<file path="src/rtl/sbeu_pkg.sv">
// ----------------------------------------------------------------------------
// sbeu_pkg
// Shared types and constants of the stack bytecode execute unit.
// ----------------------------------------------------------------------------
package sbeu_pkg;

	localparam int STACK_DEPTH_DEF = 1024;
	localparam int VAR_COUNT_DEF   = 256;
	localparam int DATA_WIDTH_DEF  = 32;

	localparam int CMD_W   = 4;
	localparam int IMM_W   = 32;
	localparam int IDX_W   = 8;
	localparam int TGT_W   = 16;
	localparam int PRINT_W = 32;
	localparam int FAULT_W = 2;

	typedef enum logic [CMD_W-1:0] {
		OP_PUSHIMM  = 4'd0,
		OP_LDVAR    = 4'd1,
		OP_STVAR    = 4'd2,
		OP_INCV     = 4'd3,
		OP_MUL      = 4'd4,
		OP_DIV      = 4'd5,
		OP_ADD      = 4'd6,
		OP_SUB      = 4'd7,
		OP_CMP      = 4'd8,
		OP_JMP      = 4'd9,
		OP_JEQ      = 4'd10,
		OP_JNE      = 4'd11,
		OP_JG       = 4'd12,
		OP_PRINT    = 4'd13,
		OP_HALT     = 4'd14,
		OP_NONE     = 4'd15
	} op_t;

	typedef enum logic [FAULT_W-1:0] {
		FLT_NONE  = 2'd0,
		FLT_OVER  = 2'd1,
		FLT_UNDER = 2'd2,
		FLT_DIVZ  = 2'd3
	} fault_t;

	// controller -> datapath commands
	typedef struct packed {
		logic load;      // capture item
		logic rd_top;    // read stack[count-1]
		logic rd_next;   // read stack[count-2]
		logic rd_var;    // read variable
		logic lat_b;     // latch read data into b
		logic lat_a;     // latch read data into a
		logic lat_v;     // latch variable read data
		logic div_start;
		logic mul_start;
		logic exec;      // commit state change and build result
	} sbeu_cmd_t;

	typedef struct packed {
		logic div_done;
		logic mul_done;
	} sbeu_sts_t;

endpackage

</file>
<file path="src/rtl/sbeu_ctrl.sv">
// ----------------------------------------------------------------------------
// sbeu_ctrl
// Sequencer: steps each item through memory reads, arithmetic and commit.
// ----------------------------------------------------------------------------
module sbeu_ctrl
	import sbeu_pkg::*;
(
	input  logic      clk,
	input  logic      arst_n,
	input  logic      in_fire,
	input  op_t       op,
	input  logic      out_free,
	input  sbeu_sts_t sts,
	output logic      busy,
	output sbeu_cmd_t cmd
);

	typedef enum logic [2:0] {
		S_IDLE, S_RD1, S_RD2, S_LAT, S_WAIT, S_EXEC
	} state_t;

	state_t state_q;

	always_comb begin
		cmd = '0;
		cmd.load = in_fire;
		unique case (state_q)
			S_RD1: begin
				cmd.rd_top = 1'b1;
				cmd.rd_var = 1'b1;
			end
			S_RD2: begin
				cmd.rd_next = 1'b1;
				cmd.lat_b   = 1'b1;
				cmd.lat_v   = 1'b1;
			end
			S_LAT: begin
				cmd.lat_a     = 1'b1;
				cmd.div_start = (op == OP_DIV);
				cmd.mul_start = (op == OP_MUL);
			end
			S_EXEC: cmd.exec = out_free;
			default: ;
		endcase
	end

	assign busy = (state_q != S_IDLE);

	always_ff @(posedge clk or negedge arst_n) begin
		if (!arst_n) begin
			state_q <= S_IDLE;
		end else begin
			unique case (state_q)
				S_IDLE: if (in_fire) state_q <= S_RD1;
				S_RD1:  state_q <= S_RD2;
				S_RD2:  state_q <= S_LAT;
				S_LAT:  state_q <= (op == OP_DIV || op == OP_MUL) ? S_WAIT : S_EXEC;
				S_WAIT: if ((op == OP_DIV && sts.div_done) || (op == OP_MUL && sts.mul_done))
					state_q <= S_EXEC;
				S_EXEC: if (out_free) state_q <= S_IDLE;
				default: state_q <= S_IDLE;
			endcase
		end
	end

endmodule

</file>
<file path="config.mk">
export PLATFORM = sky130hd
export DESIGN_NAME = sbeu_ctrl
export DESIGN_NICKNAME = d
export VERILOG_FILES = /design/src/rtl/sbeu_pkg.sv /design/src/rtl/sbeu_ctrl.sv
export SDC_FILE = /design/constraint.sdc
export NUM_CORES = 1
export LEC_CHECK = 0
export BUFFER_PORTS_ARGS = -buffer_cell sky130_fd_sc_hd__buf_2
export CAP_MARGIN = 25
export CORE_AREA = 2 2 39 41
export DETAILED_ROUTE_END_ITERATION = 10
export DIE_AREA = 0 0 41 43
export PLACE_DENSITY = 0.54
export SLEW_MARGIN = 20
export SYNTH_ARGS = -nofsm -noshare
export SYNTH_HDL_FRONTEND = slang
export SYNTH_SLANG_ARGS = --single-unit
</file>
<file path="constraint.sdc">
create_clock -name clk -period 1.45 [get_ports clk]
set_input_delay 0.0725 -clock clk [delete_from_list [all_inputs] [get_ports clk]]
set_output_delay 0.0725 -clock clk [all_outputs]
set_load 0.01 [all_outputs]
</file>
# --- Word-level counts from Yosys, hierarchy flattened ---
# Index checks and enable logic that the tools add are counted.
word_totals:
  ff_bits: 3
  input_bits: 10
  output_inout_bits: 11
  elab_cells: 28
classes:
  eq_ne: 10
  mux: 10
  n_reduce_logical: 7
op_table:
  columns: ["op", "n"]
  rows:
  - ["$pmux W3 S6", 1]
  - ["$mux W3", 3]
  - ["$eq A4 B3 Y1 const B", 2]
  - ["$eq A3 B2 Y1 const B", 2]
  - ["$eq A3 B3 Y1 const B", 2]
  - ["$ne A2 B2 Y1 const B", 3]
  - ["$mux W1", 5]
  - ["$eq A3 B1 Y1 const B", 1]
  - ["$logic_not A3 Y1", 1]
  - ["$reduce_and A3 Y1", 1]
  - ["$reduce_bool A3 Y1", 1]
  - ["$logic_and A1 B1 Y1", 2]
  - ["$logic_or A1 B1 Y1", 2]
  - ["$mux W2", 1]

# --- Logic depth before layout (Yosys ltp) ---
# Gate-level depths: netlist (run 1).
logic_depth:
  ltp_word: 5
  mapped_depth: 4
  mapped_depth_nobuf: 3

# --- Least setup slack after synthesis (run 1) ---
# OpenSTA, ideal clock, no wires.
synth_timing:
  path_type: "reg-to-output"
  start: "register state_q[2]"
  end: "output cmd[5] (netlist bit)"
  t_arrival_ns: 1.047
  t_required_ns: 1.378
  path_slack_ns: 0.331
  stages_incl_launch_ff: 5
  path_buffers: 2
  path_cell_list: "dfrtp_1 > buf_6 > nand2b_1 > nor2_1 > buf_4"
synth_rtl:
  columns: ["element", "line", "text"]
  rows:
  - ["start: declaration", "sbeu_ctrl.sv:22", "state_t state_q;"]
  - ["start signal: assignment", "sbeu_ctrl.sv:57", "S_LAT: state_q <= (op == OP_DIV || op == OP_MUL) ? S_WAIT : S_EXEC;"]
  - ["end: declaration", "sbeu_ctrl.sv:15", "output sbeu_cmd_t cmd"]

==> impl_metrics.csv, run 1 <==
group,metric,value,unit
sta,slew-limit-headroom,79.3,%
synthesis,synth_area_leaders,"dfrtp_1, buf_4, nand2b_1",
clock_network,cts_sinks,3,
power_and_ir_drop,power.density,1780,nW/um^2
clock_network,cts_buffer_depth,2,
detailed_routing,drtPass1Iterations,4,
outcome,outcome,"finished clean",
global_routing,grt_usage,9.57,%
clock_network,numCtsBuffers,3,
die,rows,14,
placed_design,place_hpwl,468,um
placed_design,place_congestion,0.706,
synthesis,synth-compound-area-share,14.7,%
synthesis,syn_nets,41,
sta,min_period,1300,ps
power_and_ir_drop,leakage,0.222,nW
final_layout,area_growth,49.1,%
detailed_routing,drc,0,
synthesis,muxShareOfSynthArea,3.67,%
synthesis,synth_fa_ha_area_share,0,%
setup_path,critical_path.top_delay_family,"simple AND/OR/NAND/NOR gates",
sta,fin_crit_sh,89.4,%
placed_design,dp_cells,61,
sta,worst_pin_slew,309,ps
detailed_routing,drt-initial-drc-count,3,
sta,report.final.slew_viol_count,0,
synthesis,avgSynthCellArea,8.80,um^2
setup_path,end_kind,"output port",
final_layout,drive_gt1_share,56.6,%
clock_network,path_clk_slew,40,ps
sta,setup_viol,0,
synthesis,ys_ff_latch,3,
synthesis,yosys.area_share.simple,37.2,%
global_routing,gr-usage-met2,10.9,%
die,floorplan.die.width,41,um
clock_network,tritoncts,"built",
synthesis,synth-seq-area-share,27.5,%
global_routing,grt_pass1_wl,1.05,mm
detailed_routing,wl_per_cell,8.51,um
sta,fin_worst_skew,1.16,ps
sta,fin_setup_tns,0,ps
final_layout,fin_nets,64,
sta,rsz0062_at_grt,"false",
synthesis,synth_warnings,0,
clock_network,htreeDepth,1,
die,io_pins,21,
power_and_ir_drop,pwr-share-seq,25.8,%
setup_path,critPathSlowestCell,"dfrtp_2",
global_routing,grtUsageMet1,11.4,%
run,cap_violations,0,
detailed_routing,routed_wl,587,um
final_layout,largest_reg_flops,3,
power_and_ir_drop,p_total,723,uW
power_and_ir_drop,p_int,435,uW
global_routing,grt_pass1_vias,261,
power_and_ir_drop,peakVddDrop,0.000505,V
die,core_area,1380,um^2
final_layout,largest_register,"state_q",
setup_path,cp_data_arrival_time,1220,ps
clock_network,clk_latency,230,ps
setup_path,crit_path_start_kind,"flip-flop",
placed_design,port-buffer-count,20,
power_and_ir_drop,p_clk_share,20.2,%
die,initial_core_util,19.7,%
setup_path,critical_path.max_fanout,6,
global_routing,groute.layer.met3.usage,5.24,%
setup_path,path_cells,"and3b_4 > and3_1 > buf_2",
clock_network,clockRootBuffer,"clkbuf_4",
detailed_routing,num_vias,288,
die,die-area,1760,um^2
power_and_ir_drop,power_frac_comb,54.1,%
setup_path,crit_type,"flip-flop to output port",
global_routing,grt_max_degree,11,
synthesis,syn-instance-count,31,
synthesis,synth_top_family_by_area,"simple AND/OR/NAND/NOR gates",
setup_path,critPathMaxStageDelay,420,ps
synthesis,synth_top_cell_by_area,"dfrtp_1",
final_layout,fill_cells,157,
power_and_ir_drop,power_switching_share,39.8,%
global_routing,grt_overflow_total,0,
global_routing,gr-max-usage-layer,"met1",
synthesis,synthXorXnorAreaFrac,0,%
synthesis,synth_cell_type_count,19,
final_layout,reg_top3,"state_q x3",
final_layout,diodes,0,
setup_path,worstPathRequired,1380,ps
synthesis,syn-cell-area,273,um^2
die,die_h,43,um
global_routing,antenna_found_initial,0,
setup_path,path_buf_inv,1,
detailed_routing,ant_nets,0,
sta,hold_violations,0,
sta,fmax,0.771,GHz
final_layout,final_cells,69,
detailed_routing,viasPerCell,4.17,
power_and_ir_drop,p_switching,288,uW
synthesis,yosys.area.top_type_share,27.5,%
worst_hold_path,min_path_type,"input pin to async pin",
## kinds of logic (layout without fill, tap and decap cells)
kind of cell | count (synthesis) | count (layout)
AO/OA/AOI/OAI | 5 | 5
buffers and inverters | 6 | 28
flip-flops | 3 | 3
multiplexers | 1 | 1
AND/OR/NAND/NOR | 16 | 16
## final cells by class
class	instances	area [um^2]	area share [%]
Clock buffer	4	26.3	6.46
Multi-Input combinational cell	22	151	37.2
Sequential cell	3	76.3	18.8
Tap cell	16	20.0	4.92
Timing Repair Buffer	24	133	32.6
## repair_timing
item,in CTS,in global routing
setup endpoints to repair,0,1
endpoints found under the hold margin,3,0
gates resized for setup,0,1
hold buffers,1,0
setup buffers,0,3
## per-layer routing
| layer | routed length, um | vias up |
|---|---|---|
| met1 | 272 | 118 |
| met5 | 0 | - |
| met3 | 54 | 2 |
| met4 | 10 | 0 |
| li1 | - | 153 |
| met2 | 250 | 15 |
## Yosys cell counts (all sizes together)
master and count:
nor2 5, dfrtp 3, o22ai 1, a211o 1
mux2i 1, o31ai 1, nor3b 2, and3 1
nand2b 3, o311ai 1, nand2 2, and4b 1
and3b 1, buf 6, a31o 1, or3 1
## layout by cell type, fill, tap and decap left out
| cell type | Yosys | layout |
|---|---|---|
| nor3b_2 | 1 | 1 |
| and3_1 | 1 | 1 |
| buf_2 | 1 | 20 |
| nor3b_1 | 1 | 1 |
| dlygate4sd3_1 | 0 | 1 |
| a211o_1 | 1 | 1 |
| clkbuf_1 | 0 | 1 |
| dfrtp_1 | 3 | 2 |
| nand2_1 | 2 | 2 |
| nand2b_1 | 3 | 3 |
| buf_4 | 4 | 3 |
| a31o_1 | 1 | 1 |
| and3b_4 | 1 | 1 |
| dfrtp_2 | 0 | 1 |
| o31ai_1 | 1 | 1 |
| or3_1 | 1 | 1 |
| and4b_2 | 1 | 1 |
| clkbuf_4 | 0 | 3 |
| o22ai_1 | 1 | 1 |
| mux2i_1 | 1 | 1 |
| o311ai_1 | 1 | 1 |
| nor2_1 | 5 | 5 |
## worst register-to-register path, cell delays in order, from the launching register on
cell and delay (ps):
dfrtp_1 450, and3b_4 240, a211o_1 260
## worst paths after layout
check,startpoint,to,slack [ps],cells after the start
worst max-delay path,state_q[2],cmd[2],150,3
min in group clk,out_free,state_q[0],200,3
worst max register to register,state_q[0],state_q[2],380,2
worst min register to register,state_q[2],state_q[1],600,2
worst min-delay path,arst_n,state_q[1],170,2
max in group asynchronous,arst_n,state_q[2],1170,2
## through the flow
| stage | instance area, um^2 | utilization, % | hold slack, ps | setup WS (ps) |
|---|---|---|---|---|
| finish | 407 | 29.4 | 167 | 154 |
| global route | 407 | 29.4 | 188 | 11.2 |
| CTS | 383 | 27.7 | 172 | 75.9 |
| detailed placement | 347 | 25.0 | -129 | 331 |
| global placement | 347 | 25.0 | -130 | 337 |
| floorplan | 273 | - | -223 | 331 |
## power by group through the flow
stage / clock network [mW] / registers (mW) / logic (mW)
2_1_floorplan: 0 / 0.144 / 0.342
3_3_place_gp: 0 / 0.197 / 0.346
3_5_place_dp: 0 / 0.196 / 0.346
4_1_cts: 0.153 / 0.195 / 0.350
5_1_grt: 0.159 / 0.199 / 0.450
6_report: 0.146 / 0.186 / 0.391
Note: power is estimated with default switching activity, not from simulation.
==> inputs of run 2 (changes only) <==
- clock period: 1.45 -> 1.4 ns (I/O delays scaled with it)
==> run 2 against run 1 <==
Clock power grew 3%. Non-clock buffer count stayed put. Critical path depth grew 1. Highest routed layer unchanged. Critical path type unchanged. Critical endpoint is now cmd[1]. Core utilization rose by 0.45 points. First-iteration DRC count unchanged. Sequential share of layout area barely moved.
==> impl_metrics.csv, run 2 (same netlist as run 1, synthesis figures left out) <==
group,metric,value,unit
final_layout,layout_common_cells,"buf_2, nor2_1, nand2b_1, clkbuf_4, buf_4",
final_layout,area_growth,51.4,%
detailed_routing,ant_nets,0,
die,io_pins,21,
final_layout,final_cells,69,
sta,report.final.slew_viol_count,0,
final_layout,design_area,413,um^2
outcome,outcome,"finished clean",
global_routing,groute.layer.met3.usage,5.24,%
placed_design,place_hpwl,468,um
die,initial_core_util,19.7,%
final_layout,drive_gt1_share,62.3,%
final_layout,largest_reg_flops,3,
setup_path,cp_data_arrival_time,1240,ps
final_layout,fin_nets,64,
final_layout,fill_cells,155,
clock_network,htreeDepth,1,
sta,hold_ws,165,ps
power_and_ir_drop,leakage,0.221,nW
global_routing,grt_usage,9.57,%
global_routing,gr-usage-met2,10.9,%
detailed_routing,drt-initial-drc-count,3,
die,floorplan.die.width,41,um
global_routing,grt_max_degree,11,
global_routing,grt_overflow_total,0,
global_routing,grtUsageMet1,11.4,%
detailed_routing,viasPerCell,4.19,
sta,rsz0062_at_grt,"false",
detailed_routing,drtPass1Iterations,4,
sta,slew-limit-headroom,75.2,%
final_layout,largest_register,"state_q",
sta,fin_worst_skew,1.16,ps
placed_design,port-buffer-count,20,
clock_network,cts_sinks,3,
detailed_routing,wl_per_cell,8.52,um
power_and_ir_drop,power.density,1830,nW/um^2
global_routing,grt_pass1_wl,1.05,mm
clock_network,clockRootBuffer,"clkbuf_4",
final_layout,final_common_cell,"buf_2",
setup_path,crit_path_start_kind,"flip-flop",
setup_path,end_kind,"output port",
final_layout,reg_top3,"state_q x3",
clock_network,clk_latency,230,ps
worst_hold_path,min_path_type,"input pin to async pin",
die,rows,14,
placed_design,place_congestion,0.706,
placed_design,placed_area,347,um^2
global_routing,grt_pass1_vias,261,
global_routing,gr-max-usage-layer,"met1",
sta,worst_pin_slew,371,ps
sta,fin_setup_tns,0,ps
detailed_routing,drc,0,
setup_path,worstPathRequired,1330,ps
sta,min_period,1310,ps
detailed_routing,routed_wl,588,um
run,cap_violations,0,
sta,fin_crit_sh,93.5,%
clock_network,path_clk_slew,40,ps
power_and_ir_drop,p_total,755,uW
clock_network,numCtsBuffers,3,
die,core_area,1380,um^2
sta,setup_viol,0,
global_routing,antenna_found_initial,0,
die,die_h,43,um
sta,hold_violations,0,
sta,fmax,0.764,GHz
detailed_routing,num_vias,289,
clock_network,tritoncts,"built",
setup_path,critical_path.max_fanout,6,
die,die-area,1760,um^2
setup_path,crit_type,"flip-flop to output port",
placed_design,dp_cells,61,
final_layout,diodes,0,
clock_network,cts_buffer_depth,2,
power_and_ir_drop,peakVddDrop,0.000534,V
-- run 2: metrics by stage --
stage,utilization [%],worst slack [ps]
after CTS,27.7,28.4
after detailed placement,25.0,283
final,29.8,91.4
after global placement,25.0,289
after floorplan,-,283
after global routing,29.8,4.33
-- run 2: worst max-delay path, stage by stage, from the launching register on --
cell and delay, ps:
dfrtp_2 420, and3b_4 320, nand2_2 50, nor2_2 100, buf_2 130
-- run 2: final timing paths --
kind | slack [ps] | depth (start not counted) | endpoint | from
setup / recovery | 90 | 4 | cmd[1] | state_q[2]
min in group clk | 190 | 3 | state_q[0] | out_free
setup reg to reg | 340 | 3 | state_q[2] | state_q[2]
hold / removal | 160 | 2 | state_q[1] | arst_n
max in group asynchronous | 1120 | 2 | state_q[2] | arst_n
hold reg to reg | 570 | 1 | state_q[1] | state_q[0]
-- run 2: layout make-up --
| class | instances | area (um^2) | area share (%) |
|---|---|---|---|
| clock buffer | 4 | 26.3 | 6.36 |
| sequential | 3 | 77.6 | 18.8 |
| multi-input combinational | 22 | 156 | 37.9 |
| tap | 16 | 20.0 | 4.85 |
| timing repair buffer | 24 | 133 | 32.1 |
-- run 2: what timing repair did --
item,4_1_cts,5_1_grt
endpoints found under the setup margin,0,2
hold buffers,1,0
hold endpoints to repair,3,0
setup buffers,0,3
gates resized for setup,0,4
-- run 2: metal layers --
metal	wire, um	share of wire (%)
met5	0	0
met2	251	43
met4	10	1.7
met3	54	9.2
met1	271	46
-- run 2: power by group --
part | switching (mW) | internal [mW]
registers | 0.0638 | 0.132
logic | 0.192 | 0.216
clock network | 0.0441 | 0.107
total | 0.300 | 0.455
==> inputs of run 3 (changes only) <==
--- a/config.mk
+++ b/config.mk
@@ -6,4 +6,5 @@
 export NUM_CORES = 1
 export LEC_CHECK = 0
+export ABC_CLOCK_PERIOD_IN_PS = 1400
 export BUFFER_PORTS_ARGS = -buffer_cell sky130_fd_sc_hd__buf_2
 export CAP_MARGIN = 25
==> constraint.sdc (replaced) <==
create_clock -name clk -period 1.4 [get_ports clk]
set_input_delay 0.07 -clock clk [delete_from_list [all_inputs] [get_ports clk]]
set_output_delay 0.07 -clock clk [all_outputs]
set_load 0.1 [all_outputs]
==> run 3 against run 2 <==
Sequential share of layout area shrank 5.9 points. Fmax shrank 8.4%. First-iteration DRC count grew 33%. Via count grew 8.0%. Wire length grew 30%. Non-clock buffer count grew 2. Critical endpoint is now cmd[2]. The run now ends with setup timing left. Die area is the same. Register-to-register slack lost 150 ps. Design area grew 44%.
==> impl_metrics.csv, run 3 (same netlist as run 1, synthesis figures left out) <==
group,metric,value,unit
detailed_routing,num_vias,312,
setup_path,cp_data_arrival_time,1360,ps
clock_network,htreeDepth,1,
outcome,violations,"setup timing",
sta,worst_pin_slew,483,ps
placed_design,place_congestion,0.784,
global_routing,antenna_found_initial,0,
clock_network,clockRootBuffer,"clkbuf_4",
run,cap_violations,0,
global_routing,grt_pass1_vias,321,
setup_path,reg2reg_depth,4,
die,core_area,1380,um^2
die,rows,14,
setup_path,worstPathRequired,1330,ps
setup_path,end_kind,"output port",
final_layout,layout_common_cells,"buf_2, buf_12, buf_4",
clock_network,tritoncts,"built",
sta,layout_setup_ws,-28.1,ps
setup_path,worstReg2RegEnd,"state_q[2]",
sta,fmax,0.700,GHz
sta,hold_ws,151,ps
detailed_routing,wl_per_cell,10.7,um
final_layout,largest_reg_flops,3,
placed_design,port-buffer-count,20,
sta,fin_setup_tns,-51.1,ps
clock_network,clk_latency,240,ps
sta,hold_violations,0,
die,die_h,43,um
die,floorplan.die.width,41,um
detailed_routing,drtPass1Iterations,2,
final_layout,area_growth,117,%
detailed_routing,drt-initial-drc-count,4,
final_layout,final_common_cell,"buf_2",
final_layout,design_area,593,um^2
die,io_pins,21,
placed_design,placed_area,523,um^2
final_layout,diodes,0,
setup_path,crit_path_start_kind,"flip-flop",
final_layout,reg_top3,"state_q x3",
outcome,outcome,"complete, but fails checks",
final_layout,drive_gt1_share,67.3,%
global_routing,grt_max_degree,8,
global_routing,grt_overflow_total,0,
global_routing,grt_pass1_wl,1.32,mm
setup_path,rrSetupSlack,190,ps
global_routing,grt_usage,11.3,%
sta,report.final.slew_viol_count,0,
placed_design,post-place-ws,155,ps
clock_network,numCtsBuffers,3,
die,die-area,1760,um^2
clock_network,cts_sinks,3,
final_layout,largest_register,"state_q",
setup_path,reg2reg_from,"state_q[2]",
sta,min_period,1430,ps
worst_hold_path,min_path_type,"input pin to async pin",
sta,rsz0062_at_grt,"true",
setup_path,critical_path.max_fanout,6,
detailed_routing,viasPerCell,4.39,
die,initial_core_util,19.7,%
sta,fin_worst_skew,4.42,ps
detailed_routing,drc,0,
final_layout,fin_nets,66,
setup_path,crit_type,"flip-flop to output port",
clock_network,cts_buffer_depth,2,
sta,fin_crit_sh,102,%
final_layout,fill_cells,139,
sta,slew-limit-headroom,68.0,%
detailed_routing,ant_nets,0,
clock_network,path_clk_slew,40,ps
placed_design,place_hpwl,591,um
sta,setup_viol,2,
detailed_routing,routed_wl,763,um
==> run 3: worst max path at each step <==
stage,from,endpoint,cells past startpoint,slack (ps)
after floorplan,state_q[2],cmd[1],4,-300
after global placement,state_q[2],cmd[2],3,170
after detailed placement,state_q[2],cmd[1],4,150
after CTS,state_q[2],cmd[2],3,-30
after global routing,state_q[2],cmd[1],4,-80
final,state_q[2],cmd[2],3,-30
==> run 3: timing repair <==
action	in CTS	in global routing
pin swaps	1	0
setup buffers	3	0
hold buffers	1	0
endpoints found under the hold margin	3	0
gates resized for setup	2	2
setup endpoints to repair	6	9
==> run 3: cell type report <==
class	count	area (um^2)	share of cell area [%]
Multi-Input combinational cell	22	181	30.6
Timing Repair Buffer	26	289	48.7
Clock buffer	4	26.3	4.43
Tap cell	16	20.0	3.38
Sequential cell	3	76.3	12.9
==> run 3: worst max-delay path: stages, from the launching register on <==
cell	delay [ps]
dfrtp_1	410
and3b_4	340
and3_4	200
buf_12	170
==> run 3: layer usage <==
metal | global-route usage, % | vias up | wire length [um]
met4 | 8.00 | 0 | 19
met1 | 14.0 | 139 | 301
met3 | 3.14 | 2 | 51
met5 | 0 | - | 0
li1 | - | 156 | -
met2 | 15.9 | 15 | 391
==> run 3: stage by stage <==
| stage | std cells | util, % |
|---|---|---|
| after floorplan | 31 | - |
| after global placement | 63 | 37.8 |
| after detailed placement | 63 | 37.8 |
| after CTS | 71 | 42.5 |
| after global routing | 71 | 42.9 |
| final | 71 | 42.9 |
Power of run 3 is left out: the tool's default activity adds up to more than one toggle a clock period on the data nets, which glitch-free logic cannot reach.
